$ cat config.mk
export PLATFORM = sky130hd
export DESIGN_NAME = mbe_mul
export DESIGN_NICKNAME = d
export VERILOG_FILES = /design/src/rtl/mbe_pkg.sv /design/src/rtl/mbe_mul.sv
export SDC_FILE = /design/constraint.sdc
export NUM_CORES = 2
export LEC_CHECK = 0
export BUFFER_PORTS_ARGS = -buffer_cell sky130_fd_sc_hd__buf_2
export CORE_MARGIN = 5
export CORE_UTILIZATION = 60
export DETAILED_ROUTE_END_ITERATION = 10
export GPL_TIMING_DRIVEN = 0
export PLACE_DENSITY_LB_ADDON = 0.1
export SLEW_MARGIN = 0
export SYNTH_ARGS = -nofsm -noshare
export SYNTH_HDL_FRONTEND = slang
export SYNTH_SLANG_ARGS = --single-unit
$ cat constraint.sdc
create_clock -name clk -period 28.5 [get_ports clk]
set_clock_uncertainty 0.05 [all_clocks]
set_input_delay 5.7 -clock clk [delete_from_list [all_inputs] [get_ports clk]]
set_output_delay 5.7 -clock clk [all_outputs]
set_load 0.02 [all_outputs]
$ cat src/rtl/mbe_pkg.sv
`default_nettype none
package mbe_pkg;

  localparam int FRAC_BITS        = 56;
  localparam int SMOOTH_FRAC_BITS = 16;
  localparam int LFRAC            = 32;
  localparam int MAG_LIMIT_BITS   = 31;

  localparam logic [15:0] DEFAULT_MAX_ITER = 16'd2000;
  localparam logic [16:0] FIRST_CHECK      = 17'd20;
  localparam logic [63:0] FIVE_POW20       = 64'd95367431640625;

  localparam logic signed [63:0] FX_ONE       = 64'sd1 <<< FRAC_BITS;
  localparam logic signed [63:0] FX_QUARTER   = 64'sd1 <<< (FRAC_BITS - 2);
  localparam logic signed [63:0] FX_SIXTEENTH = 64'sd1 <<< (FRAC_BITS - 4);
  localparam logic signed [63:0] FX_FOUR      = 64'sd1 <<< (FRAC_BITS + 2);
  localparam logic signed [63:0] S64_MAX      = {1'b0, {63{1'b1}}};
  localparam logic signed [63:0] S64_MIN      = {1'b1, {63{1'b0}}};

  localparam logic [2:0] OUT_ESCAPED  = 3'd0;
  localparam logic [2:0] OUT_CARDIOID = 3'd1;
  localparam logic [2:0] OUT_BULB     = 3'd2;
  localparam logic [2:0] OUT_PERIODIC = 3'd3;
  localparam logic [2:0] OUT_LIMIT    = 3'd4;

  typedef struct packed {
    logic               start;
    logic               sgn;
    logic               half;
    logic [63:0]        a;
    logic [63:0]        b;
  } mul_req_t;

  typedef struct packed {
    logic               done;
    logic signed [63:0] res;
    logic [127:0]       prod;
  } mul_rsp_t;

  function automatic logic signed [63:0] sadd(input logic signed [63:0] a,
                                              input logic signed [63:0] b);
    logic signed [63:0] s;
    s = a + b;
    if (a[63] == b[63] && s[63] != a[63]) begin
      s = a[63] ? S64_MIN : S64_MAX;
    end
    return s;
  endfunction

  function automatic logic signed [63:0] ssub(input logic signed [63:0] a,
                                              input logic signed [63:0] b);
    logic signed [63:0] s;
    s = a - b;
    if (a[63] != b[63] && s[63] != a[63]) begin
      s = a[63] ? S64_MIN : S64_MAX;
    end
    return s;
  endfunction

  function automatic logic [63:0] mag(input logic signed [63:0] d);
    return d[63] ? (~d + 64'd1) : d;
  endfunction

  function automatic logic [63:0] close_threshold(input int frac);
    logic [63:0] rem;
    logic [63:0] q;
    rem = 64'd1;
    q   = 64'd0;
    for (int i = 0; i < 2 * frac - 20; i++) begin
      rem = rem << 1;
      q   = q << 1;
      if (rem >= FIVE_POW20) begin
        rem = rem - FIVE_POW20;
        q   = q | 64'd1;
      end
    end
    return (rem != 64'd0) ? q + 64'd1 : q;
  endfunction

  localparam logic [63:0] CLOSE_THR = close_threshold(FRAC_BITS);

endpackage
`default_nettype wire

$ cat src/rtl/mbe_mul.sv
`default_nettype none
module mbe_mul (
  input  wire logic             clk,
  input  wire logic             rst_n,
  input  wire mbe_pkg::mul_req_t req,
  output mbe_pkg::mul_rsp_t     rsp
);

  localparam int F = mbe_pkg::FRAC_BITS;
  localparam logic [127:0] MASK_F = (128'd1 << F) - 128'd1;
  localparam logic [127:0] MASK_H = (128'd1 << (F - 1)) - 128'd1;

  typedef enum logic [1:0] {M_IDLE, M_PROD, M_ACC, M_POST} mstate_t;

  mstate_t            state_r;
  logic [63:0]        ua_r;
  logic [63:0]        ub_r;
  logic               neg_r;
  logic               half_r;
  logic [1:0]         idx_r;
  logic [63:0]        p_r;
  logic [127:0]       acc_r;
  logic               done_r;
  logic signed [63:0] res_r;

  logic [31:0]        opa;
  logic [31:0]        opb;
  logic [63:0]        p_nxt;
  logic [127:0]       addend;
  logic [127:0]       q;
  logic               rem;
  logic               hi_nz;
  logic [64:0]        qn;
  logic signed [63:0] post;

  always_comb begin
    opa   = idx_r[1] ? ua_r[63:32] : ua_r[31:0];
    opb   = idx_r[0] ? ub_r[63:32] : ub_r[31:0];
    p_nxt = {32'b0, opa} * {32'b0, opb};
    unique case (idx_r)
      2'd0:    addend = {64'b0, p_r};
      2'd3:    addend = {p_r, 64'b0};
      default: addend = {32'b0, p_r, 32'b0};
    endcase
  end

  always_comb begin
    q     = half_r ? (acc_r >> (F - 1)) : (acc_r >> F);
    rem   = half_r ? |(acc_r & MASK_H) : |(acc_r & MASK_F);
    hi_nz = |q[127:64];
    qn    = {1'b0, q[63:0]} + {64'b0, rem};
    if (neg_r) begin
      post = (hi_nz || qn[64] || qn[63]) ? mbe_pkg::S64_MIN : (~qn[63:0] + 64'd1);
    end else begin
      post = (hi_nz || q[63]) ? mbe_pkg::S64_MAX : q[63:0];
    end
  end

  always_ff @(posedge clk) begin
    if (!rst_n) begin
      state_r <= M_IDLE;
      done_r  <= 1'b0;
      idx_r   <= 2'd0;
    end else begin
      done_r <= 1'b0;
      unique case (state_r)
        M_IDLE: begin
          if (req.start) begin
            ua_r    <= (req.sgn && req.a[63]) ? (~req.a + 64'd1) : req.a;
            ub_r    <= (req.sgn && req.b[63]) ? (~req.b + 64'd1) : req.b;
            neg_r   <= req.sgn && (req.a[63] ^ req.b[63]);
            half_r  <= req.half;
            acc_r   <= '0;
            idx_r   <= 2'd0;
            state_r <= M_PROD;
          end
        end
        M_PROD: begin
          p_r     <= p_nxt;
          state_r <= M_ACC;
        end
        M_ACC: begin
          acc_r <= acc_r + addend;
          if (idx_r == 2'd3) begin
            state_r <= M_POST;
          end else begin
            idx_r   <= idx_r + 2'd1;
            state_r <= M_PROD;
          end
        end
        M_POST: begin
          res_r   <= post;
          done_r  <= 1'b1;
          state_r <= M_IDLE;
        end
        default: state_r <= M_IDLE;
      endcase
    end
  end

  assign rsp.done = done_r;
  assign rsp.res  = res_r;
  assign rsp.prod = acc_r;

endmodule
`default_nettype wire

==> reports/qor.csv <==
metric,value,unit
worstMarginPinSlew,1.59,ns
cts_buffer_depth,3,
dr.pass1.iters,9,
core_area,104000,µm²
num_rows,118,
cp.depth,30,
cp.buffers_inverters,9,
worstPathArrival,13.89,ns
hold_viol,0,
cts_tree,yes,
area_growth,8.91,%
insertion_delay,0.68,ns
avgSynthCellArea,8.91,µm²
end_kind,register,
cts-resized-gates,0,
grt_usage,46.4,%
cp_slowest_stage_delay,1.27,ns
overflow,0,
cp_data_required_time,28.84,ns
ys_async_sr_fraction,0,%
cts.sinks,391,
rsz0062_at_grt,no,
grt_pass1_wl,376000,µm
n_fill_cell,8773,
drive_gt1_share,8.35,%
antenna_found_initial,11,
vias,56900,
period_needed,13.54,ns
regArea,11700,µm²
period_share,47.5,%
place.gp.congestion,1.16,
cpLargestDelayFamily,adder cells,
min_from,state_r[0]$_SDFFE_PN0P_,
drt-initial-drc-count,6834,
ant_nets,0,
syn-instance-count,7043,
status,finished with violations,
seq_area_frac_synth,18.6,%
synth_fp_nets,8470,
h-tree-depth,2,
setup_viol_count_final,0,
cpMostUsedCell,fa_1,
crit_type,reg2reg,
die_w,333,µm
cts_root_buffer,clkbuf_16,
io_pins,326,
yosys_warnings,0,
path_max_fanout,10,
die_h,333,µm
maxSlewViolCount,110,
avgRoutedWirePerCell,29.4,µm
nets,8891,
hold-worst-slack,0.599,ns
numPortBuffers,325,
drc_errors,0,
synth_seq_cells,391,
postCtsSetupBuffers,0,
viasPerCell,6.41,
r2r_slack,14.96,ns
min_to,done_r$_SDFF_PN0_,
hold_path.class,reg2reg,
cts_hold_buf,0,
syn_area,62700,µm²
dp_hpwl,211000,µm
dieArea,111000,µm²
tns,0,ns
reg2reg_depth,30,
rr_endpoint,p_r[56]$_DFFE_PP_,
start_util,60.5,%
drt_wl_total,261000,µm
slowest_stage,mux2i_1,
multiInputGateArea,46200,µm²
path_clk_slew,0.06,ns
synth_edf_count,386,
ys_types,89,
grt_max_degree,65,
grt_pass1_vias,57400,
maxCapViolCount,14,
maxSlewHeadroom,-9.24,%
numCtsBuffers,44,
fmax,73.8,MHz
r2r-start,idx_r[1]$_SDFFE_PN0P_,
violations,"capacitance limit, slew limit",
holdPathStages,1,
cp-start-kind,register,
synthFlopType,edfxtp_1,
## cell usage after synthesis (18+ instances only)
cell type  instances  area share (%)
and4_1            18            0.25
o21bai_1          52            0.62
or2_2             21            0.21
nand4_1          100             1.0
a22oi_1           20            0.24
a221oi_1          29            0.40
mux2i_1          142             2.3
a22o_1            33            0.46
inv_1            970             5.8
nand3_1           97            0.77
edfxtp_1         386              18
nand2_1          766             4.6
nor4_1            63            0.63
o21ai_0          241             1.9
and3_1            29            0.29
o31ai_1           33            0.39
a21oi_1          331             2.6
or3_1             29            0.29
a21boi_0          23            0.28
nor2b_1           29            0.29
a211oi_1          20            0.24
ha_1             397             7.9
o21a_1            31            0.37
mux2_2            76             1.4
xnor2_1          229             3.2
a21o_1           120             1.4
nand2b_1          31            0.31
xor2_1           163             2.3
clkbuf_1         304             1.8
a31oi_1           30            0.30
fa_1             897              29
and2_1            98            0.98
nor2_1           916             5.5
nor3_1            90            0.72
## cells in the final DEF (no fill, tap or decap), types with 97 or more instances in the layout
master    Yosys  final
nand3_1      97     97
a21oi_1     331    331
fa_1        897    897
o21ai_0     241    241
edfxtp_1    386    386
nor2_1      916    915
a21o_1      120    120
xor2_1      163    163
clkbuf_1    304    310
ha_1        397    397
buf_2        10    335
inv_1       970    970
nand2_1     766    766
and2_1       98     98
mux2i_1     142    108
nand4_1     100    100
xnor2_1     229    229
## logic make-up after synthesis
group                      after synthesis  share of synthesized area [%]
muxes                                  218                           3.63
adders and majority gates             1294                           36.5
buffers and inverters                 1312                           7.94
AOI/OAI and AO/OA                     1074                           10.9
DFF                                    391                           18.6
xor gates and xnor gates               392                           5.47
and+or+nand+nor                       2362                           16.9
## through the flow
step	util [%]	std cells	setup WS, ns	cell area [µm²]
3_3_place_gp	63.8	8748	2.44	66100
5_1_grt	65.9	8878	15.06	68300
3_5_place_dp	64.4	8796	15.60	66700
2_1_floorplan	-	7043	8.41	62700
4_1_cts	65.9	8876	15.53	68300
6_report	65.9	8884	14.96	68300
## per-layer routing
metal / wire [µm] / GRT usage (%)
met4: 30800 / 39.6
met3: 32700 / 15.5
met5: 49 / 0
met2: 112000 / 70.9
met1: 85700 / 52.4
## state kept, by name (all words and copies together), names as in the netlist
register	cells
acc_r	128
p_r	64
res_r	64
ua_r	64
ub_r	64
idx_r	2
state_r	2
done_r	1
half_r	1
neg_r	1
## how the worst max path moves through the flow
stage | from | to
6_report | idx_r[1]$_SDFFE_PN0P_ | p_r[56]$_DFFE_PP_
5_1_grt | idx_r[1]$_SDFFE_PN0P_ | p_r[56]$_DFFE_PP_
4_1_cts | idx_r[1]$_SDFFE_PN0P_ | p_r[56]$_DFFE_PP_
3_5_place_dp | idx_r[1]$_SDFFE_PN0P_ | p_r[56]$_DFFE_PP_
3_3_place_gp | rst_n | ua_r[39]$_DFFE_PP_
2_1_floorplan | rst_n | half_r$_DFFE_PP_
## worst reg2reg max path, delay by kind of cell, from the launching register on
kind	cells	cell delay [ns]
XOR/XNOR	1	0.17
flip-flops	1	0.65
AND/OR/NAND/NOR	3	0.47
adder cells (fa/ha/maj)	9	4.38
buffers and inverters	9	3.17
AO/OA/AOI/OAI	7	3.09
multiplexers	1	1.28
## cell type report
class | count | share of cell area, %
clock buffers | 53 | 1.71
clock inverters | 27 | 0.531
multi-input cells | 5340 | 67.6
inverters | 971 | 5.33
repair buffers | 375 | 3.17
flip-flops and latches | 391 | 17.1
plain buffers | 341 | 1.96
well taps | 1380 | 2.53
diodes | 6 | 0.0220
Power is not shown: default switching activity piles up to over one toggle a cycle in this logic, so the estimate is an artifact.
